### config.mk
export PLATFORM = sky130hd
export DESIGN_NAME = twio_mul
export DESIGN_NICKNAME = d
export VERILOG_FILES = /design/src/rtl/twio_pkg.sv /design/src/rtl/twio_mul.sv
export SDC_FILE = /design/constraint.sdc
export NUM_CORES = 2
export LEC_CHECK = 0
export ABC_AREA = 1
export BUFFER_PORTS_ARGS = -buffer_cell sky130_fd_sc_hd__buf_2
export CAP_MARGIN = 20
export CORE_MARGIN = 4
export CORE_UTILIZATION = 34
export DETAILED_ROUTE_END_ITERATION = 8
export PLACE_DENSITY = 0.47
export SYNTH_ARGS = -nofsm -noshare
export SYNTH_HDL_FRONTEND = slang
export SYNTH_SLANG_ARGS = --single-unit
### constraint.sdc
create_clock -name clk -period 6.7 [get_ports clk]
set_input_delay 0.335 -clock clk [delete_from_list [all_inputs] [get_ports clk]]
set_output_delay 0.335 -clock clk [all_outputs]
set_load 0.03 [all_outputs]
### src/rtl/twio_pkg.sv
// ----------------------------------------------------------------------------
// twio_pkg: shared definitions for the two-wheel IMU odometry block
// Constants, register indexes, the CORDIC arctangent table and the status
// type that the trig unit reports to the sequencer.
// ----------------------------------------------------------------------------
package twio_pkg;

  localparam int DEF_CORDIC_STEPS = 16;
  localparam int DEF_FRAC_BITS    = 16;

  // Shared multiplier operand and product widths.
  localparam int MUL_W = 35;
  localparam int ACC_W = 2 * MUL_W;

  // pi*8/1125 * 2^32, turns angle*diameter into Q16.16 inches.
  localparam logic [26:0] DIST_K = 27'd95950490;
  // Centidegrees to radians in Q2.30, scaled by 2^16.
  localparam logic [33:0] CD_TO_RAD = 34'd12281662764;
  // CORDIC gain in Q2.30.
  localparam longint GAIN_Q30 = 652032875;

  localparam int TURN_CD  = 36000;
  localparam int HALF_CD  = 18000;
  localparam int QUART_CD = 9000;

  // Highest shift used by the restoring reduction modulo one turn.
  localparam int MOD_TOP = 18;
  localparam int ATAN_IDX_W = 5;

  // Configuration port.
  localparam int CFG_IDX_W  = 2;
  localparam int CFG_DATA_W = 16;
  localparam logic [CFG_IDX_W-1:0] REG_WHEEL_DIAMETER = 2'd0;
  localparam logic [CFG_IDX_W-1:0] REG_OFFSET_X       = 2'd1;
  localparam logic [CFG_IDX_W-1:0] REG_OFFSET_Y       = 2'd2;
  localparam logic [CFG_DATA_W-1:0] DIAMETER_RESET    = 16'd704;

  typedef struct packed {
    logic busy;
    logic done;
  } twio_trig_stat_t;

  function automatic logic [29:0] atan_q30(input logic [ATAN_IDX_W-1:0] idx);
    logic [29:0] v;
    case (idx)
      5'd0:  v = 30'd843314857;
      5'd1:  v = 30'd497837829;
      5'd2:  v = 30'd263043837;
      5'd3:  v = 30'd133525159;
      5'd4:  v = 30'd67021687;
      5'd5:  v = 30'd33543516;
      5'd6:  v = 30'd16775851;
      5'd7:  v = 30'd8388437;
      5'd8:  v = 30'd4194283;
      5'd9:  v = 30'd2097149;
      5'd10: v = 30'd1048576;
      5'd11: v = 30'd524288;
      5'd12: v = 30'd262144;
      5'd13: v = 30'd131072;
      5'd14: v = 30'd65536;
      5'd15: v = 30'd32768;
      5'd16: v = 30'd16384;
      5'd17: v = 30'd8192;
      5'd18: v = 30'd4096;
      5'd19: v = 30'd2048;
      5'd20: v = 30'd1024;
      5'd21: v = 30'd512;
      5'd22: v = 30'd256;
      5'd23: v = 30'd128;
      5'd24: v = 30'd64;
      5'd25: v = 30'd32;
      5'd26: v = 30'd16;
      5'd27: v = 30'd8;
      5'd28: v = 30'd4;
      5'd29: v = 30'd2;
      5'd30: v = 30'd1;
      default: v = 30'd0;
    endcase
    return v;
  endfunction

endpackage

### src/rtl/twio_mul.sv
// ----------------------------------------------------------------------------
// twio_mul: shared signed multiplier
// One registered signed product per cycle, reused by the sequencer.
// ----------------------------------------------------------------------------
module twio_mul (
  input  logic                              clk,
  input  logic signed [twio_pkg::MUL_W-1:0] mul_a,
  input  logic signed [twio_pkg::MUL_W-1:0] mul_b,
  output logic signed [twio_pkg::ACC_W-1:0] prod_r
);

  always_ff @(posedge clk) begin
    prod_r <= mul_a * mul_b;
  end

endmodule

==> Word-level counts from Yosys, hierarchy flattened <==
Index checks and enable logic that the tools add are counted.
{ "totals": {"register_bits": 70, "inputBits": 71, "out_inout_bits": 70, "wordCells": 2} }
{ "op_classes": {"multipliers": 1} }
{ "ops": {"columns": ["operator", "n"], "rows": [
  ["$mul A35 B35 Y70", 1]
]} }

==> Longest topological paths before layout <==
{ "depth": {"depth_word": 1, "ltp_mapped": 35} }

==> Worst setup path after synthesis <==
OpenSTA, ideal clock, no wires.
{ "synth_path": {"kind": "input port to flip-flop", "from": "in mul_a[34] (netlist name)", "to": "reg prod_r[64] (netlist name)", "required_time_ns": 6.588, "cell_stages": 26, "setup_time_ns": 0.112, "slack_ns": -0.646, "arrival_time_ns": 7.233, "cell_sequence": "clkbuf_1 -> clkbuf_1 -> nand2_1 -> inv_1 -> fa_1 -> fa_1 -> fa_1 -> inv_1 -> fa_1 -> inv_1 -> fa_1 -> fa_1 -> fa_1 -> inv_1 -> fa_1 -> inv_1 -> ha_1 -> nand2_1 -> inv_1 -> nand2_1 -> nor2_1 -> inv_1 -> nor4_1 -> nand2_1 -> nand3_1 -> nand2_1"} }
{ "synth_via": {"elab_chain_cells": 1} }
{ "synth_rtl": {"columns": ["element", "line_no", "text"], "rows": [
  ["start, declared", "twio_mul.sv:7", "input logic signed [twio_pkg::MUL_W-1:0] mul_a,"],
  ["$mul A35 B35 Y70", "twio_mul.sv:13", "prod_r <= mul_a * mul_b;"],
  ["end signal, assigned", "twio_mul.sv:13", null],
  ["end, declared", "twio_mul.sv:9", "output logic signed [twio_pkg::ACC_W-1:0] prod_r"]
]} }
No other way between the ends.

==> Final worst setup path <==
{ "layout_path": {"from": "in mul_a[34] (netlist name)", "to": "reg prod_r[66] (netlist name)"} }
The elaborated chain is that of the path after synthesis.

==> impl_metrics.py <==
metrics = {
    "status": {
        "status": "completed",
    },
    "floorplan": {
        "ios": 141,
        "dieArea_sq_um": 147000,
        "fp.dieW_microns": 383,
        "rows": 137,
        "core_sq_um": 140000,
        "initial_core_util": 0.343,
        "die_height_microns": 383,
    },
    "grt": {
        "grt-ovfl-total": 0,
        "grt_pass1_vias": 40400,
        "grt_max_degree": 25,
        "grt_pass1_wl_microns": 235000,
        "grt.total_usage": 0.207,
        "grt_antenna_before_repair": 5,
    },
    "timing": {
        "relSlewSlack": 0.714,
        "fin_crit_sh": 0.977,
        "drv_slew": 0,
        "tns_ns": 0,
        "finalSetupViolCount": 0,
        "setup_ws_ns": 0.155,
        "fmax_ghz": 0.153,
        "layout_min_cycle_time_ns": 6.55,
        "grt_setup_unrepaired": "true",
        "hold_viol": 0,
        "tightestPinTransition_ns": 0.429,
    },
    "synthesis": {
        "yosysSeqAreaShare": 0.0293,
        "synth_cell_types": 31,
        "synth-seq-cells": 70,
        "async_flop_share": 0,
        "synth_common_cells": "inv_1 (2079), nand2_1 (1751), fa_1 (1311), clkbuf_1 (278), ha_1 (207)",
        "syn-num-nets": 7702,
        "postSynthAreaPerCell_sq_um": 7.83,
        "syn-cell-area_sq_um": 47900,
        "yosysMostFrequentCell": "inv_1",
        "yosysTopAreaCellShare": 0.548,
        "synth_ff_type": "dfxtp_1",
        "syn-instance-count": 6113,
        "synth_area_leader_cell": "fa_1",
        "synth_top_cells_by_area": "fa_1 (55%), inv_1 (16%), nand2_1 (14%)",
        "yosysWarnings": 0,
        "synth_edf_count": 0,
    },
    "clock_network": {
        "ctsLongestPathBuffers": 2,
        "cts_buffers": 9,
        "cts_max_level": 3,
        "clock_sink_count": 70,
        "root_buffer": "clkbuf_16",
        "path_clk_slew_ns": 0.06,
        "cts_tree": "built",
    },
    "detailed_routing": {
        "drt-initial-drc-count": 2117,
        "drt_wl_total_microns": 148000,
        "vias": 37000,
        "ant_nets": 0,
        "drc": 0,
        "vias_per_cell": 4.40,
        "first_pass_iters": 6,
        "avgRoutedWirePerCell_microns": 17.7,
    },
    "final_layout": {
        "ff_latch_area_sq_um": 1400,
        "drive_gt1_frac": 0.150,
        "largestRegisters": "prod_r x70",
        "multi_input_area_sq_um": 38800,
        "regMostFlops": "prod_r",
        "area_growth_pct": 18.4,
        "fillers": 14400,
        "final_nets": 8111,
        "largest_reg_flops": 70,
    },
    "worst_setup_path": {
        "worst_setup_path_end_kind": "flip-flop",
        "crit_top_cell": "fa_1",
        "cp.arrival_ns": 6.77,
        "critical_path.top_delay_family": "adder cells",
        "criticalPathCategory": "primary input to flip-flop",
        "cp_slowest_stage_delay_ns": 0.64,
        "worstPathMaxFanout": 14,
        "crit_buf_inv": 11,
        "start_kind": "primary input",
        "crit_required_ns": 6.92,
        "slowest_stage": "fa_2",
    },
    "place": {
        "place.gp.congestion": 0.876,
        "io_buffers": 140,
        "dp_slack_ns": -0.744,
        "place_hpwl_microns": 135000,
    },
    "min_path": {
        "min_path_type": "primary input to flip-flop",
    },
    "flow_run": {
        "maxCapViolations": 0,
    },
}
## repair_timing
action	in CTS	in global routing
hold buffers	0	0
endpoints found under the setup margin	36	49
gates cloned	0	5
setup buffers	2	12
pin swaps	5	65
resized for setup	70	306
## per-layer routing
metal,up-vias,GRT usage,wire [microns]
met4,2,0.0249,2000
met5,-,0,14
met3,77,0.0108,5260
li1,17300,-,-
met2,709,0.359,73500
met1,19000,0.296,67600
## through the flow
step | cell area (sq um) | hold slack [ns] | instances | util
6_report | 56700 | 0.720 | 8404 | 0.406
5_1_grt | 56700 | 0.744 | 8404 | 0.406
4_1_cts | 55200 | 0.710 | 8386 | 0.395
3_3_place_gp | 54700 | 0.771 | 8368 | 0.392
3_5_place_dp | 54700 | 0.772 | 8368 | 0.392
2_1_floorplan | 48000 | 0.601 | 6113 | -
## layout by cell type (no fill, tap or decap), types with 35 or more instances in the layout
cell type and instances:
buf_4 461, nand2_2 67, buf_12 75, ha_4 36, nand2_1 1684, ha_1 166
nand3_1 61, nor2_1 94, a21oi_1 35, dfxtp_1 70, buf_2 99, inv_1 2060
fa_1 1281
## cells by family after synthesis
group | after synthesis | share of synthesized area
AND/OR/NAND/NOR | 2021 | 0.164
XOR/XNOR | 39 | 0.00714
buffers and inverters | 2366 | 0.186
AO/OA/AOI/OAI | 99 | 0.0112
flip-flops | 70 | 0.0293
adder cells (fa/ha/maj) | 1518 | 0.602
## cell type report
class	count	share of cell area
timing repair buffer	677	0.106
inverter	2087	0.138
clock buffer	13	0.00442
antenna	1	0.0000442
tap	1876	0.0414
sequential	70	0.0247
clock inverter	3	0.000353
multi-input combinational	3677	0.685
## worst paths after layout
kind | startpoint | endpoint | slack, ns | cells after the start
worst max-delay path | mul_a[34] | prod_r[66] | 0.15 | 27
worst min-delay path | mul_b[0] | prod_r[0] | 0.72 | 5
Power is left out: the tool's default activity adds up to more than one toggle a clock period on the data nets, which glitch-free logic cannot reach.
