**config.mk**
```make
export PLATFORM = sky130hd
export DESIGN_NAME = twio_trig
export DESIGN_NICKNAME = d
export VERILOG_FILES = /design/src/rtl/twio_pkg.sv /design/src/rtl/twio_trig.sv
export SDC_FILE = /design/constraint.sdc
export NUM_CORES = 1
export LEC_CHECK = 0
export BUFFER_PORTS_ARGS = -buffer_cell sky130_fd_sc_hd__buf_2
export CORE_ASPECT_RATIO = 1.1
export CORE_MARGIN = 2
export CORE_UTILIZATION = 35
export CTS_CLUSTER_DIAMETER = 30
export DETAILED_ROUTE_END_ITERATION = 8
export PLACE_DENSITY = 0.53
export SKIP_CTS_REPAIR_TIMING = 1
export SLEW_MARGIN = 20
export SYNTH_ARGS = -nofsm -noshare
export SYNTH_HDL_FRONTEND = slang
export SYNTH_SLANG_ARGS = --single-unit
```
**constraint.sdc**
```tcl
create_clock -name clk -period 14.2 [get_ports clk]
set_clock_uncertainty 0.1 [all_clocks]
set_input_delay 2.13 -clock clk [delete_from_list [all_inputs] [get_ports clk]]
set_output_delay 2.13 -clock clk [all_outputs]
set_load 0.05 [all_outputs]
```
**src/rtl/twio_pkg.sv**
```systemverilog
// ----------------------------------------------------------------------------
// twio_pkg: shared definitions for the two-wheel IMU odometry block
// Constants, register indexes, the CORDIC arctangent table and the status
// type that the trig unit reports to the sequencer.
// ----------------------------------------------------------------------------
package twio_pkg;

  localparam int DEF_CORDIC_STEPS = 16;
  localparam int DEF_FRAC_BITS    = 16;

  // Shared multiplier operand and product widths.
  localparam int MUL_W = 35;
  localparam int ACC_W = 2 * MUL_W;

  // pi*8/1125 * 2^32, turns angle*diameter into Q16.16 inches.
  localparam logic [26:0] DIST_K = 27'd95950490;
  // Centidegrees to radians in Q2.30, scaled by 2^16.
  localparam logic [33:0] CD_TO_RAD = 34'd12281662764;
  // CORDIC gain in Q2.30.
  localparam longint GAIN_Q30 = 652032875;

  localparam int TURN_CD  = 36000;
  localparam int HALF_CD  = 18000;
  localparam int QUART_CD = 9000;

  // Highest shift used by the restoring reduction modulo one turn.
  localparam int MOD_TOP = 18;
  localparam int ATAN_IDX_W = 5;

  // Configuration port.
  localparam int CFG_IDX_W  = 2;
  localparam int CFG_DATA_W = 16;
  localparam logic [CFG_IDX_W-1:0] REG_WHEEL_DIAMETER = 2'd0;
  localparam logic [CFG_IDX_W-1:0] REG_OFFSET_X       = 2'd1;
  localparam logic [CFG_IDX_W-1:0] REG_OFFSET_Y       = 2'd2;
  localparam logic [CFG_DATA_W-1:0] DIAMETER_RESET    = 16'd704;

  typedef struct packed {
    logic busy;
    logic done;
  } twio_trig_stat_t;

  function automatic logic [29:0] atan_q30(input logic [ATAN_IDX_W-1:0] idx);
    logic [29:0] v;
    case (idx)
      5'd0:  v = 30'd843314857;
      5'd1:  v = 30'd497837829;
      5'd2:  v = 30'd263043837;
      5'd3:  v = 30'd133525159;
      5'd4:  v = 30'd67021687;
      5'd5:  v = 30'd33543516;
      5'd6:  v = 30'd16775851;
      5'd7:  v = 30'd8388437;
      5'd8:  v = 30'd4194283;
      5'd9:  v = 30'd2097149;
      5'd10: v = 30'd1048576;
      5'd11: v = 30'd524288;
      5'd12: v = 30'd262144;
      5'd13: v = 30'd131072;
      5'd14: v = 30'd65536;
      5'd15: v = 30'd32768;
      5'd16: v = 30'd16384;
      5'd17: v = 30'd8192;
      5'd18: v = 30'd4096;
      5'd19: v = 30'd2048;
      5'd20: v = 30'd1024;
      5'd21: v = 30'd512;
      5'd22: v = 30'd256;
      5'd23: v = 30'd128;
      5'd24: v = 30'd64;
      5'd25: v = 30'd32;
      5'd26: v = 30'd16;
      5'd27: v = 30'd8;
      5'd28: v = 30'd4;
      5'd29: v = 30'd2;
      5'd30: v = 30'd1;
      default: v = 30'd0;
    endcase
    return v;
  endfunction

endpackage

```
**src/rtl/twio_trig.sv**
```systemverilog
// ----------------------------------------------------------------------------
// twio_trig: iterative cosine and sine of a centidegree angle
// Reduces the angle modulo one turn one bit per cycle, folds it into the
// right half plane, converts it to radians and runs one CORDIC step a cycle.
// ----------------------------------------------------------------------------
module twio_trig #(
  parameter int CORDIC_STEPS = twio_pkg::DEF_CORDIC_STEPS,
  parameter int FRAC_BITS    = twio_pkg::DEF_FRAC_BITS
) (
  input  logic                             clk,
  input  logic                             rst_n,
  input  logic                             start,
  input  logic signed [32:0]               angle,
  output twio_pkg::twio_trig_stat_t        stat,
  output logic signed [FRAC_BITS+2:0]      cos_r,
  output logic signed [FRAC_BITS+2:0]      sin_r
);

  localparam int CW = FRAC_BITS + 3;
  localparam int IW = twio_pkg::ATAN_IDX_W;
  localparam longint X0_L = (twio_pkg::GAIN_Q30 + (longint'(1) << (29 - FRAC_BITS)))
                            >> (30 - FRAC_BITS);
  localparam logic signed [CW-1:0] X0 = CW'(X0_L);
  localparam logic [IW-1:0] LAST_STEP = IW'(CORDIC_STEPS - 1);
  localparam logic signed [17:0] TURN  = 18'(twio_pkg::TURN_CD);
  localparam logic signed [17:0] HALF  = 18'(twio_pkg::HALF_CD);
  localparam logic signed [17:0] QUART = 18'(twio_pkg::QUART_CD);

  localparam logic [2:0] T_IDLE = 3'd0;
  localparam logic [2:0] T_MOD  = 3'd1;
  localparam logic [2:0] T_FOLD = 3'd2;
  localparam logic [2:0] T_MUL  = 3'd3;
  localparam logic [2:0] T_ZSET = 3'd4;
  localparam logic [2:0] T_ROT  = 3'd5;
  localparam logic [2:0] T_END  = 3'd6;

  logic [2:0]               st_r, st_nxt;
  logic                     neg_r, flip_r, zneg_r;
  logic [33:0]              rem_r;
  logic [4:0]               k_r;
  logic [13:0]              mag_r;
  logic [47:0]              prod_r;
  logic signed [CW-1:0]     x_r, y_r;
  logic signed [33:0]       z_r;
  logic [IW-1:0]            i_r;

  logic signed [33:0]       ang_w;
  logic [33:0]              sub_w;
  logic [15:0]              m_w;
  logic signed [17:0]       r0, r1, r2;
  logic                     fl_w;
  logic [13:0]              fmag_w;
  logic [47:0]              zr_w;
  logic signed [CW-1:0]     xs_w, ys_w;
  logic signed [33:0]       at_w;

  assign stat.busy = (st_r != T_IDLE);
  assign stat.done = (st_r == T_END);

  assign ang_w = 34'(angle);
  assign sub_w = 34'(twio_pkg::TURN_CD) << k_r;

  always_comb begin
    m_w = rem_r[15:0];
    r0  = (neg_r && (m_w != 16'd0)) ? TURN - signed'({2'b00, m_w}) : signed'({2'b00, m_w});
    r1  = (r0 > HALF) ? r0 - TURN : r0;
    if (r1 > QUART) begin
      r2   = r1 - HALF;
      fl_w = 1'b1;
    end else if (r1 < -QUART) begin
      r2   = r1 + HALF;
      fl_w = 1'b1;
    end else begin
      r2   = r1;
      fl_w = 1'b0;
    end
    fmag_w = r2[17] ? 14'(-r2) : 14'(r2);
  end

  assign zr_w = prod_r + 48'd32768;
  assign xs_w = x_r >>> i_r;
  assign ys_w = y_r >>> i_r;
  assign at_w = signed'({4'b0000, twio_pkg::atan_q30(i_r)});

  always_comb begin
    st_nxt = st_r;
    case (st_r)
      T_IDLE: if (start) st_nxt = T_MOD;
      T_MOD:  if (k_r == 5'd0) st_nxt = T_FOLD;
      T_FOLD: st_nxt = T_MUL;
      T_MUL:  st_nxt = T_ZSET;
      T_ZSET: st_nxt = T_ROT;
      T_ROT:  if (i_r == LAST_STEP) st_nxt = T_END;
      T_END:  st_nxt = T_IDLE;
      default: st_nxt = T_IDLE;
    endcase
  end

  always_ff @(posedge clk) begin
    if (!rst_n) begin
      st_r <= T_IDLE;
    end else begin
      st_r <= st_nxt;
    end
  end

  always_ff @(posedge clk) begin
    case (st_r)
      T_IDLE: begin
        neg_r <= ang_w[33];
        rem_r <= ang_w[33] ? unsigned'(-ang_w) : unsigned'(ang_w);
        k_r   <= 5'(twio_pkg::MOD_TOP);
      end
      T_MOD: begin
        if (rem_r >= sub_w) rem_r <= rem_r - sub_w;
        k_r <= k_r - 5'd1;
      end
      T_FOLD: begin
        mag_r  <= fmag_w;
        zneg_r <= r2[17];
        flip_r <= fl_w;
      end
      T_MUL: begin
        prod_r <= 48'(mag_r) * 48'(twio_pkg::CD_TO_RAD);
      end
      T_ZSET: begin
        z_r <= zneg_r ? -signed'({2'b00, zr_w[47:16]}) : signed'({2'b00, zr_w[47:16]});
        x_r <= X0;
        y_r <= '0;
        i_r <= '0;
      end
      T_ROT: begin
        if (!z_r[33]) begin
          x_r <= x_r - ys_w;
          y_r <= y_r + xs_w;
          z_r <= z_r - at_w;
        end else begin
          x_r <= x_r + ys_w;
          y_r <= y_r - xs_w;
          z_r <= z_r + at_w;
        end
        i_r <= i_r + IW'(1);
      end
      T_END: begin
        cos_r <= flip_r ? -x_r : x_r;
        sin_r <= flip_r ? -y_r : y_r;
      end
      default: ;
    endcase
  end

endmodule

```
### Word-level counts from Yosys, hierarchy flattened

Memories as Yosys holds them, arrays and structs flattened. A register that Yosys moved wholly into a read port is not among the register bits.
Cells that the tools add are included.
Widths: inputs -> output; s select.

* flip-flop bits (word level): 220
* ROM bits: 960
* input bits: 36
* output and inout bits: 40
* logic and storage cells: 87
* memories kept: 1

Memories
* (name not given): depth 32, bits a word 30, read ports 1, clocked after memory_dff 1, write ports 0, line twio_pkg.sv:45 `case (idx)`

* add/subtract/negate cells: 19
* multipliers: 1
* order comparisons: 4
* eq/ne operators: 11
* shift-type cells: 3
* multiplexer cells: 25
* reduce and logical (&&, ||, !) cells: 9

Operator list (number)
* $mux 34: 4
* $pmux 34 s2: 2
* $mux 19: 4
* $pmux 19 s2: 2
* $mux 18: 4
* $add 48x16->48 const B: 1
* $mul 14x32->46 const B: 1
* $add 19x19->19: 2
* $neg 19->19: 2
* $sshr 19x5->19: 2
* $sub 19x19->19: 2
* $add 34x31->34: 1
* $ge 34x34->1: 1
* $neg 32->34: 1
* $neg 33->34: 1
* $shl 16x5->34 const A: 1
* $sub 34x31->34: 1
* $sub 34x34->34: 1
* $pmux 5 s2: 2
* $add 18x16->18 const B: 1
* $gt 18x15->1 const B: 1
* $gt 18x16->1 const B: 1
* $lt 18x15->1 const B: 1
* $pmux 3 s6: 1
* 23 further kinds: 32

### Logic depth before layout (Yosys ltp)

Gate-level depths: netlist of the first run.

* word-level depth: 10
* gate-level depth with buffers: 27
* mapped depth without buffers: 27

### Least setup slack after synthesis of the first run

No wires, ideal clock.

* path type: reg-to-reg
* start: register mag_r[13]
* end: register prod_r[40], data pin
* library setup time: 258 ps
* data arrival time: 6297 ps
* required time: 13842 ps
* slack: 7545 ps
* cell stages (with the launch flop): 24
* buffers on the path: 0
* clock period less this slack: 6655 ps
* cells stage by stage: edfxtp_1 > ha_1 > inv_1 > fa_1 > inv_1 > fa_1 > fa_1 > fa_1 > fa_1 > ha_1 > a21o_1 > a21oi_1 > a32oi_1 > and4_1 > o21ai_0 > a311o_1 > a211oi_1 > or2_2 > a21oi_1 > o21ai_0 > o41a_1 > a21o_1 > a21oi_1 > xnor2_1

* longest elaborated chain between the ends: 1

Ends and longest elaborated chain
* from (decl): line twio_trig.sv:41 `logic [13:0] mag_r;`
* from (signal assigned): line twio_trig.sv:119 `mag_r <= fmag_w;`
* $mul 14x32->46: line twio_trig.sv:124 `prod_r <= 48'(mag_r) * 48'(twio_pkg::CD_TO_RAD);`
* to (signal assigned): line twio_trig.sv:124
* to (decl): line twio_trig.sv:42 `logic [47:0] prod_r;`

No other way between the ends.
A chain may end at the register's enable or synchronous reset.

### Worst setup path after layout of the first run

* start: register rem_r[0]
* end: register mag_r[13], data pin

* longest elaborated chain between the ends: 10
* elaborated cells between the ends (all ways): 15

Ends and longest elaborated chain
* from (decl): line twio_trig.sv:39 `logic [33:0] rem_r;`
* from (signal assigned): line twio_trig.sv:111 `rem_r <= ang_w[33] ? unsigned'(-ang_w) : unsigned'(ang_w);`
* from (signal assigned): line twio_trig.sv:115 `if (rem_r >= sub_w) rem_r <= rem_r - sub_w;`
* parallel branches: the longest is 2 deep, another holds $sub 16x16->17
* $mux 18 (*): line twio_trig.sv:65 `r0 = (neg_r && (m_w != 16'd0)) ? TURN - signed'({2'b00, m_w}) : signed'({2'b00, m_w});`
* $sub 18x17->18 or $gt 18x16->1 (tied branches): line twio_trig.sv:66 `r1 = (r0 > HALF) ? r0 - TURN : r0;`
* $mux 18 (*): line twio_trig.sv:66
* $add 18x16->18 or $lt 18x15->1 (tied branches): line twio_trig.sv:71, twio_trig.sv:70
* $mux 18: line twio_trig.sv:70 `end else if (r1 < -QUART) begin`
* $mux 18 (*): line twio_trig.sv:67 `if (r1 > QUART) begin`
* $neg 14->14: line twio_trig.sv:77 `fmag_w = r2[17] ? 14'(-r2) : 14'(r2);`
* $mux 14 (*): line twio_trig.sv:77
* named net fmag_w[13]: line twio_trig.sv:52 `logic [13:0] fmag_w;`

Mark *: on every way through the listed nets, which the timed path passes.

==> flow_summary.toml, run 1 <==
[status]
outcome = "finished, final reports clean"

[synth]
netlist_instances = 3054
syn_nets = 3514
synth_compound_area_frac = 0.161
synth_xor_area_frac = 0.107
post_synth_mux_area_share = 0.0441
synth_async_sr_flop_share = 0
synth-seq-area-share = 0.247
synth_top_flop_cell = "sky130_fd_sc_hd__edfxtp_1"
netlist.top_cell.by_area = "sky130_fd_sc_hd__edfxtp_1"
synth-edff-count = 204
yosys.area_share.simple = 0.155
syn_area_per_cell_um2 = 9.00
synth-seq-cells = 237
synth-adder-area-share = 0.229
dominant_combinational_cell_family_by_area_after_synthesis = "adder cells"
synth_top_cells_by_area = "sky130_fd_sc_hd__edfxtp_1 22%, sky130_fd_sc_hd__ha_1 13%, sky130_fd_sc_hd__fa_1 9.5%"
ys_types = 96
synthesis.yosys.warnings = 0
synthDominantCellAreaShare = 0.223
syn-cell-area_um2 = 27500

[worst_setup_path]
cp_data_required_time_ps = 14420
worst_setup_path_end_kind = "flip-flop"
worstPathBufferInverterCount = 1
worstPathCellList = "inv_1 > ha_1 > or4b_1 > o41ai_4 > nor3_1 > o41ai_2 > a41oi_4 > o21ai_4 > xor2_1 > ha_1 > a21oi_1 > o211ai_1 > mux2_2 > a311oi_2 > a2bb2oi_2 > nand2_1 > a2bb2oi_1 > nor2_1 > or4b_4 > o41ai_2 > xnor2_1"
cp_slowest_stage_delay_ps = 840
cp_slowest_cell = "sky130_fd_sc_hd__o41ai_4"
crit_fanout = 13
timing_worst_setup_path_type = "flip-flop to flip-flop"
critPathTopFamily = "compound AO/OA/AOI/OAI gates"
timing.critical_path.arrival_ps = 7550
cp_startpoint_kind = "flip-flop"

[pwr]
netSwitchingPower_mw = 1.50
share_seq_of_total_power = 0.228
internal-power_mw = 2.69
fin_total_pwr_mw = 4.19
sw_frac_of_total = 0.359
power.combinational.fraction = 0.392
p_leak_nw = 13.1
pwr-share-clk = 0.380
ir_drop_uv = 254
cellPowerDensity_nw_per_um2 = 134

[sta]
rsz0062_at_grt = "false"
final_hold_viol_count = 0
final_slew_violations = 0
timing.final.crit_period_ps = 7330
fmaxAchievable_mhz = 136
hold-worst-slack_ps = 467
final.period_utilization = 0.516
postLayoutSetupSlackWorst_ps = 6870
worstMarginPinSlew_ps = 885
timing.max_slew.rel_slack = 0.409
setup-violations-final = 0
setup-tns-final_ps = 0

[floorplanning]
rows = 107
die-width_um = 271
start_util = 0.354
core_area_um2 = 77600
floorplan.io_pins = 76
die_height_um = 298
fp.dieArea_um2 = 80800

[hold_path]
min_path_type = "flip-flop to flip-flop"

[routing]
postRouteWirelength_mm = 71.6
route.detailed.vias_per_inst = 5.21
num_vias = 21900
drt.antenna.violating_nets = 0
drc_errors = 0
first_pass_iteration_count_of_the_detailed_router = 5
routed_wire_length_per_instance_um = 17.0
drtIter0Drc = 1432

[layout]
regArea_um2 = 6790
fin_util = 0.404
finish.instance_area_um2 = 31400
nets = 3572
layout-drive-gt1-share = 0.103
flow.area_growth_from_synthesis_pct = 14.1
fill_cells = 7823
combined_area_of_the_multi_input_logic_cells_um2 = 19200
stdcell_count = 4206

[grt]
grt_use_total = 0.176
grt_start_max_net_pins = 78
antenna_found_initial = 2
grt_pass1_vias = 21747
grt.overflow.total = 0
grt_pass1_wl_mm = 116

[clock_tree]
h_tree_depth = 3
clockBufferDepth = 3
tritoncts = "yes"
cts-buffers-inserted = 71
root_buffer = "sky130_fd_sc_hd__clkbuf_16"
clk-insertion-delay-late_ps = 600
clk_pin_slew_worst_paths_ps = 40
clock_sinks = 237

[place]
place_ws_ps = 6900
routability_congestion = 0.924
detailed_place.area_um2 = 28900
dp.final_hpwl_mm = 55.6
port_buffers = 75
place_inst = 4073

[job]
drv_cap = 0
==> registers in the layout (all words and copies together) (netlist names) <==
name,count
rem_r,34
z_r,34
prod_r,33
at_w,30
cos_r,19
sin_r,19
x_r,19
y_r,19
mag_r,14
i_r,5
k_r,5
st_r,3
flip_r,1
neg_r,1
zneg_r,1
==> layout make-up <==
cell class,count,area share
multi-input cells,2416,0.612
flip-flops and latches,237,0.216
clock buffers,87,0.0622
well taps,1035,0.0413
inverters,286,0.0343
repair buffers,100,0.0186
clock inverters,44,0.0155
diodes,1,0.0000798
==> cells in the mapped netlist, drive strengths merged, types with 6 or more instances <==
master	instances
mux2	15
buf	30
nand3b	6
or4	13
a21boi	14
o21a	36
nor3	71
nor2b	23
a31o	8
o21bai	23
o31a	8
nor4	15
nand2b	19
nand2	293
a22oi	6
o41ai	18
inv	282
edfxtp	204
o211ai	24
nand4	19
dfxtp	33
clkbuf	85
nor2	233
o21ai	166
a31oi	27
ha	293
o22ai	30
mux4	33
o31ai	36
or2	22
and2	21
a211o	6
nand3	46
and4	8
a211oi	18
xnor2	198
mux2i	30
a21oi	180
xor2	138
or3	36
fa	131
a21o	35
and3	46
==> layout by cell type, fill, tap and decap left out, drive strengths merged, types with 71 or more instances in the layout <==
master | netlist | layout
edfxtp | 204 | 204
inv | 282 | 286
buf | 30 | 100
xnor2 | 198 | 198
clkbuf | 85 | 87
nor2 | 233 | 233
nor3 | 71 | 71
nand2 | 293 | 293
o21ai | 166 | 166
ha | 293 | 293
fa | 131 | 131
a21oi | 180 | 180
xor2 | 138 | 138
==> cells by family (layout without fill, tap and decap cells) <==
kind of cell | after synthesis | in the layout
flops | 237 | 237
other cells | 0 | 1
xor+xnor | 336 | 336
compound gates | 682 | 682
simple gates | 896 | 896
buf+inv | 401 | 517
fa+ha+maj | 424 | 424
mux | 78 | 78
==> per-layer routing <==
layer / vias up / routed length (µm) / global-route usage
met2: 416 / 35000 / 0.306
met1: 10400 / 32200 / 0.224
met4: 0 / 1780 / 0.0546
li1: 10972 / - / -
met5: - / 0 / 0
met3: 112 / 2620 / 0.0277
==> power groups by stage <==
stage / combinational, mW / clock, mW / sequential (mW)
3_3_place_gp: 1.64 / 0 / 0.965
6_report: 1.64 / 1.59 / 0.955
5_1_grt: 1.85 / 1.67 / 0.964
2_1_floorplan: 1.34 / 0 / 0.917
3_5_place_dp: 1.63 / 0 / 0.965
4_1_cts: 1.64 / 1.63 / 0.955
==> path summary, 6_finish.rpt <==
check,startpoint,end,slack (ps),cells past startpoint
max,rem_r[0],mag_r[13],6870,21
min reg2reg,y_r[0],sin_r[0],470,0
min,y_r[0],sin_r[0],470,0
max reg2reg,rem_r[0],mag_r[13],6870,21
No activity file was read; power rests on OpenSTA's default activity.
==> run 2: changes to the inputs <==
--- a/config.mk
+++ b/config.mk
@@ -5,13 +5,14 @@
 export SDC_FILE = /design/constraint.sdc
 export NUM_CORES = 1
 export LEC_CHECK = 0
+export ABC_AREA = 1
 export BUFFER_PORTS_ARGS = -buffer_cell sky130_fd_sc_hd__buf_2
 export CORE_ASPECT_RATIO = 1.1
 export CORE_MARGIN = 2
 export CORE_UTILIZATION = 35
 export CTS_CLUSTER_DIAMETER = 30
 export DETAILED_ROUTE_END_ITERATION = 8
-export PLACE_DENSITY = 0.53
+export PLACE_DENSITY = 0.55
 export SKIP_CTS_REPAIR_TIMING = 1
 export SLEW_MARGIN = 20
 export SYNTH_ARGS = -nofsm -noshare
==> constraint.sdc (replaced) <==
create_clock -name clk -period 6.4 [get_ports clk]
set_clock_uncertainty 0.1 [all_clocks]
set_input_delay 0.96 -clock clk [delete_from_list [all_inputs] [get_ports clk]]
set_output_delay 0.96 -clock clk [all_outputs]
set_load 0.05 [all_outputs]
==> flow_summary.toml, run 2 <==
[status]
outcome = "finished, final reports clean"

[grt]
grt_pass1_vias = 24855
grt_util_met1 = 0.241
groute.layer.met3.usage = 0.0241
grt_use_met2 = 0.335
grt_pass1_wl_mm = 127
grt-busiest-layer = "met2"
grt_start_max_net_pins = 73
grt_use_total = 0.191
antenna_found_initial = 1
grt.overflow.total = 0

[synth]
synth-seq-cells = 237
netlist.top_cell.by_area = "sky130_fd_sc_hd__edfxtp_1"
yosys.area_share.simple = 0.222
synth-seq-area-share = 0.241
syn_area_per_cell_um2 = 7.42
synth_compound_area_frac = 0.149
synthDominantCellAreaShare = 0.218
syn-cell-area_um2 = 28200
synth_top_flop_cell = "sky130_fd_sc_hd__edfxtp_1"
synth_xor_area_frac = 0.0681
ys_types = 66
synth_top_cells_by_area = "sky130_fd_sc_hd__edfxtp_1 22%, sky130_fd_sc_hd__ha_1 13%, sky130_fd_sc_hd__nand2_1 10%"
synth-adder-area-share = 0.223
post_synth_mux_area_share = 0.00569
netlist_instances = 3793
synthMostInstantiatedCell = "sky130_fd_sc_hd__nand2_1"
synth-edff-count = 204
dominant_combinational_cell_family_by_area_after_synthesis = "adder cells"
syn_nets = 4253
synthesis.yosys.warnings = 0
post_synth_most_frequent_cells = "781 x sky130_fd_sc_hd__nand2_1, 577 x sky130_fd_sc_hd__inv_1, 338 x sky130_fd_sc_hd__nor2_1"
synth_async_sr_flop_share = 0

[hold_path]
min_path_type = "flip-flop to flip-flop"
hold_path.startpoint = "y_r[0]"

[worst_setup_path]
critical_path.reg2reg.startpoint = "mag_r[8]"
setup.reg_to_reg.worst_slack_ps = 390
timing.rr.end = "prod_r[44]"
crit_fanout = 4
cp_startpoint_kind = "flip-flop"
setup.worst_path.start = "mag_r[8]"
timing.critical_path.arrival_ps = 6220
worst_setup_path_end_kind = "flip-flop"
timing_worst_setup_path_type = "flip-flop to flip-flop"
critical_path.endpoint = "prod_r[44]"
cp_data_required_time_ps = 6610
r2r_cells = 22

[floorplanning]
start_util = 0.352
die_height_um = 301
fp.dieArea_um2 = 82700
die-width_um = 274
rows = 109
floorplan.io_pins = 76
core_area_um2 = 80100

[sta]
final_slew_violations = 0
rsz0062_at_grt = "false"
postLayoutSetupSlackWorst_ps = 392
final.period_utilization = 0.939
worstMarginPinSlew_ps = 819
setup-violations-final = 0
setup-tns-final_ps = 0
fmaxAchievable_mhz = 166
final_hold_viol_count = 0
timing.max_slew.rel_slack = 0.454
timing.final.crit_period_ps = 6010
hold-worst-slack_ps = 433

[routing]
drtIter0Drc = 1516
postRouteWirelength_mm = 78.2
drc_errors = 0
drt.antenna.violating_nets = 0
num_vias = 24703
route.detailed.vias_per_inst = 4.92
first_pass_iteration_count_of_the_detailed_router = 6
routed_wire_length_per_instance_um = 15.6

[layout]
layout_common_cells = "780 x sky130_fd_sc_hd__nand2_1, 576 x sky130_fd_sc_hd__inv_1, 335 x sky130_fd_sc_hd__nor2_1"
flow.area_growth_from_synthesis_pct = 15.7
layout-drive-gt1-share = 0.0845
layout_commonest_cell = "sky130_fd_sc_hd__nand2_1"
nets = 4370
top_regs = "rem_r: 34 flops, z_r: 34 flops, prod_r: 33 flops"
stdcell_count = 5021

[clock_tree]
clock_sinks = 237
tritoncts = "yes"
clk-insertion-delay-late_ps = 630
clk_pin_slew_worst_paths_ps = 50
h_tree_depth = 3
root_buffer = "sky130_fd_sc_hd__clkbuf_16"
cts-buffers-inserted = 72
clockBufferDepth = 3

[place]
place_inst = 4889
routability_congestion = 0.935
dp.final_hpwl_mm = 62.7
place_ws_ps = 52.4
port_buffers = 75

[job]
drv_cap = 0
[run 2: cell families (layout without fill, tap and decap cells)]
group / count (synthesis) / in the layout
simple gates: 1475 / 1475
compound gates: 747 / 747
buf+inv: 676 / 849
fa+ha+maj: 424 / 424
flops: 237 / 237
xor+xnor: 218 / 218
mux: 16 / 16
other cells: 0 / 1
[run 2: through the flow]
| stage | util | cell area [µm²] |
|---|---|---|
| after floorplan | - | 28200 |
| after global placement | 0.374 | 29900 |
| after detailed placement | 0.374 | 29900 |
| after CTS | 0.406 | 32500 |
| after global routing | 0.407 | 32600 |
| final | 0.407 | 32600 |
[run 2: worst min-delay path by stage]
stage,end,slack (ps),depth (start not counted)
final,sin_r[0],430,0
after floorplan,sin_r[0],370,0
after global routing,sin_r[0],450,0
after CTS,cos_r[0],430,0
after global placement,sin_r[0],420,0
after detailed placement,cos_r[0],420,0
[run 2: routing by layer]
| metal | share of wire | vias to the layer above |
|---|---|---|
| met3 | 0.035 | 135 |
| met5 | 0 | - |
| met2 | 0.48 | 430 |
| met4 | 0.033 | 0 |
| li1 | - | 12845 |
| met1 | 0.45 | 11293 |
[run 2: final cells by class]
cell class              count  area [µm²]
well taps                1054        1320
diodes                      1        2.50
repair buffers            126         766
fillers                  8280       47500
inverters                 593        2230
clock inverters            46         659
multi-input cells        2880       18900
clock buffers              84        1960
flip-flops and latches    237        6790
[run 2: worst max-delay path: stages (launching register included)]
cell                        delay, ps
sky130_fd_sc_hd__edfxtp_1         470
sky130_fd_sc_hd__ha_1             370
sky130_fd_sc_hd__ha_1             330
sky130_fd_sc_hd__inv_1             70
sky130_fd_sc_hd__fa_1             530
sky130_fd_sc_hd__inv_1             70
sky130_fd_sc_hd__fa_1             500
sky130_fd_sc_hd__fa_1             580
sky130_fd_sc_hd__fa_1             440
sky130_fd_sc_hd__ha_1             340
sky130_fd_sc_hd__a21oi_1          260
sky130_fd_sc_hd__o21ai_0          130
sky130_fd_sc_hd__a21oi_1          130
sky130_fd_sc_hd__o21ai_0          110
sky130_fd_sc_hd__a21oi_2          190
sky130_fd_sc_hd__inv_1             70
sky130_fd_sc_hd__a21oi_1          210
sky130_fd_sc_hd__inv_1             80
sky130_fd_sc_hd__a21oi_2          170
sky130_fd_sc_hd__o21ai_1          150
sky130_fd_sc_hd__nand3_1          110
sky130_fd_sc_hd__o2111ai_1        120
sky130_fd_sc_hd__xor2_1           170
Power of run 2 is not shown: default switching activity piles up to over one toggle a cycle in this logic, so the estimate is an artifact.
==> run 3: changes to the inputs <==
==> config.mk (replaced) <==
export PLATFORM = sky130hd
export DESIGN_NAME = twio_trig
export DESIGN_NICKNAME = d
export VERILOG_FILES = /design/src/rtl/twio_pkg.sv /design/src/rtl/twio_trig.sv
export SDC_FILE = /design/constraint.sdc
export NUM_CORES = 1
export LEC_CHECK = 0
export ABC_AREA = 1
export BUFFER_PORTS_ARGS = -buffer_cell sky130_fd_sc_hd__buf_4
export CORE_ASPECT_RATIO = 1.1
export CORE_MARGIN = 2
export CORE_UTILIZATION = 40
export CTS_CLUSTER_DIAMETER = 30
export DETAILED_ROUTE_END_ITERATION = 8
export PLACE_DENSITY = 0.6
export SKIP_CTS_REPAIR_TIMING = 1
export SYNTH_ARGS = -nofsm -noshare
export SYNTH_HDL_FRONTEND = slang
export SYNTH_SLANG_ARGS = --single-unit
==> flow_summary.toml, run 3 (same netlist as run 2, synthesis figures left out) <==
[status]
outcome = "finished, final reports clean"

[routing]
drc_errors = 0
routed_wire_length_per_instance_um = 15.6
route.detailed.vias_per_inst = 5.06
drt.antenna.violating_nets = 0
num_vias = 24775
postRouteWirelength_mm = 76.5
first_pass_iteration_count_of_the_detailed_router = 6
drtIter0Drc = 1509

[place]
routability_congestion = 0.949
dp.final_hpwl_mm = 61.7
place_inst = 4773
port_buffers = 75

[clock_tree]
root_buffer = "sky130_fd_sc_hd__clkbuf_16"
clk-insertion-delay-late_ps = 610
tritoncts = "yes"
clk_pin_slew_worst_paths_ps = 40
clock_sinks = 237
h_tree_depth = 3
cts-buffers-inserted = 68
clockBufferDepth = 3

[sta]
final.period_utilization = 0.947
fmaxAchievable_mhz = 165
timing.final.crit_period_ps = 6060
timing.max_slew.rel_slack = 0.270
final_hold_viol_count = 0
worstMarginPinSlew_ps = 1090
final_slew_violations = 0
setup-violations-final = 0

[worst_setup_path]
timing_worst_setup_path_type = "flip-flop to flip-flop"
setup.reg_to_reg.worst_slack_ps = 340
crit_fanout = 4
worst_setup_path_end_kind = "flip-flop"
timing.critical_path.arrival_ps = 6290
cp_data_required_time_ps = 6620
cp_startpoint_kind = "flip-flop"

[floorplanning]
start_util = 0.402
die_height_um = 282
rows = 102
die-width_um = 257
fp.dieArea_um2 = 72500
core_area_um2 = 70100
floorplan.io_pins = 76

[layout]
fill_cells = 7032
regArea_um2 = 6790
layout_common_cells = "780 x sky130_fd_sc_hd__nand2_1, 576 x sky130_fd_sc_hd__inv_1, 335 x sky130_fd_sc_hd__nor2_1"
combined_area_of_the_multi_input_logic_cells_um2 = 18900
fin_util = 0.462
layout-drive-gt1-share = 0.0825
nets = 4368
stdcell_count = 4899
top_regs = "rem_r: 34 flops, z_r: 34 flops, prod_r: 33 flops"
layout_commonest_cell = "sky130_fd_sc_hd__nand2_1"
num_antenna_cells = 0
flow.area_growth_from_synthesis_pct = 14.9

[job]
drv_cap = 0

[grt]
grt_start_max_net_pins = 56
grt.overflow.total = 0
grt_pass1_wl_mm = 125
grt_use_total = 0.212
antenna_found_initial = 0
grt_pass1_vias = 24701

[hold_path]
min_path_type = "flip-flop to flip-flop"
==> run 3: cell types whose count changed in the layout (fill, tap and decap cells not counted), moves of 3 or more <==
| cell | before | now |
|---|---|---|
| sky130_fd_sc_hd__clkinv_2 | 14 | 11 |
| sky130_fd_sc_hd__buf_4 | 50 | 128 |
| sky130_fd_sc_hd__clkinvlp_4 | 1 | 10 |
| sky130_fd_sc_hd__clkbuf_16 | 75 | 68 |
| sky130_fd_sc_hd__clkinv_1 | 13 | 18 |
| sky130_fd_sc_hd__inv_6 | 7 | 2 |
| sky130_fd_sc_hd__clkbuf_8 | 5 | 0 |
| sky130_fd_sc_hd__buf_2 | 75 | 0 |
==> run 3: layer usage <==
metal | GRT usage | part of all wire
met5 | 0 | 0
met4 | 0.0798 | 0.030
met3 | 0.0223 | 0.034
met2 | 0.379 | 0.49
met1 | 0.264 | 0.45
==> run 3: cell type report <==
| cell class | count | area share |
|---|---|---|
| Tap cell | 936 | 0.0362 |
| Sequential cell | 237 | 0.210 |
| Inverter | 593 | 0.0689 |
| Multi-Input combinational cell | 2880 | 0.583 |
| Clock inverter | 51 | 0.0194 |
| Clock buffer | 74 | 0.0533 |
| Timing Repair Buffer | 128 | 0.0297 |
==> run 3: worst max-delay path, cell delays in order, from the launching register on <==
cell	delay (ps)
sky130_fd_sc_hd__edfxtp_1	440
sky130_fd_sc_hd__inv_1	70
sky130_fd_sc_hd__ha_1	370
sky130_fd_sc_hd__fa_1	580
sky130_fd_sc_hd__fa_1	570
sky130_fd_sc_hd__inv_1	60
sky130_fd_sc_hd__fa_1	500
sky130_fd_sc_hd__fa_1	490
sky130_fd_sc_hd__ha_1	310
sky130_fd_sc_hd__ha_1	360
sky130_fd_sc_hd__nand2_1	130
sky130_fd_sc_hd__inv_1	70
sky130_fd_sc_hd__nand3_1	100
sky130_fd_sc_hd__o221a_2	210
sky130_fd_sc_hd__o21ai_0	90
sky130_fd_sc_hd__a21oi_2	190
sky130_fd_sc_hd__inv_1	60
sky130_fd_sc_hd__a21oi_1	240
sky130_fd_sc_hd__inv_1	90
sky130_fd_sc_hd__a21oi_2	200
sky130_fd_sc_hd__o21ai_1	150
sky130_fd_sc_hd__nand3_1	110
sky130_fd_sc_hd__o2111ai_1	120
sky130_fd_sc_hd__xor2_1	170
==> run 3: metrics by stage <==
stage	TNS, ps	setup slack (ps)	area (µm²)	hold slack (ps)
2_1_floorplan	0	468	28200	369
3_3_place_gp	0	116	30000	431
3_5_place_dp	0	87.4	30000	424
4_1_cts	0	61.0	32300	432
5_1_grt	-18.7	-18.7	32400	436
6_report	0	338	32400	432
==> run 3: worst paths after layout <==
kind / startpoint / to / depth (start not counted)
worst min-delay path: y_r[0] / sin_r[0] / 0
worst max-delay path: mag_r[12] / prod_r[44] / 23
worst max register to register: mag_r[12] / prod_r[44] / 23
worst min register to register: y_r[0] / sin_r[0] / 0
Power of run 3 is left out for the same reason.
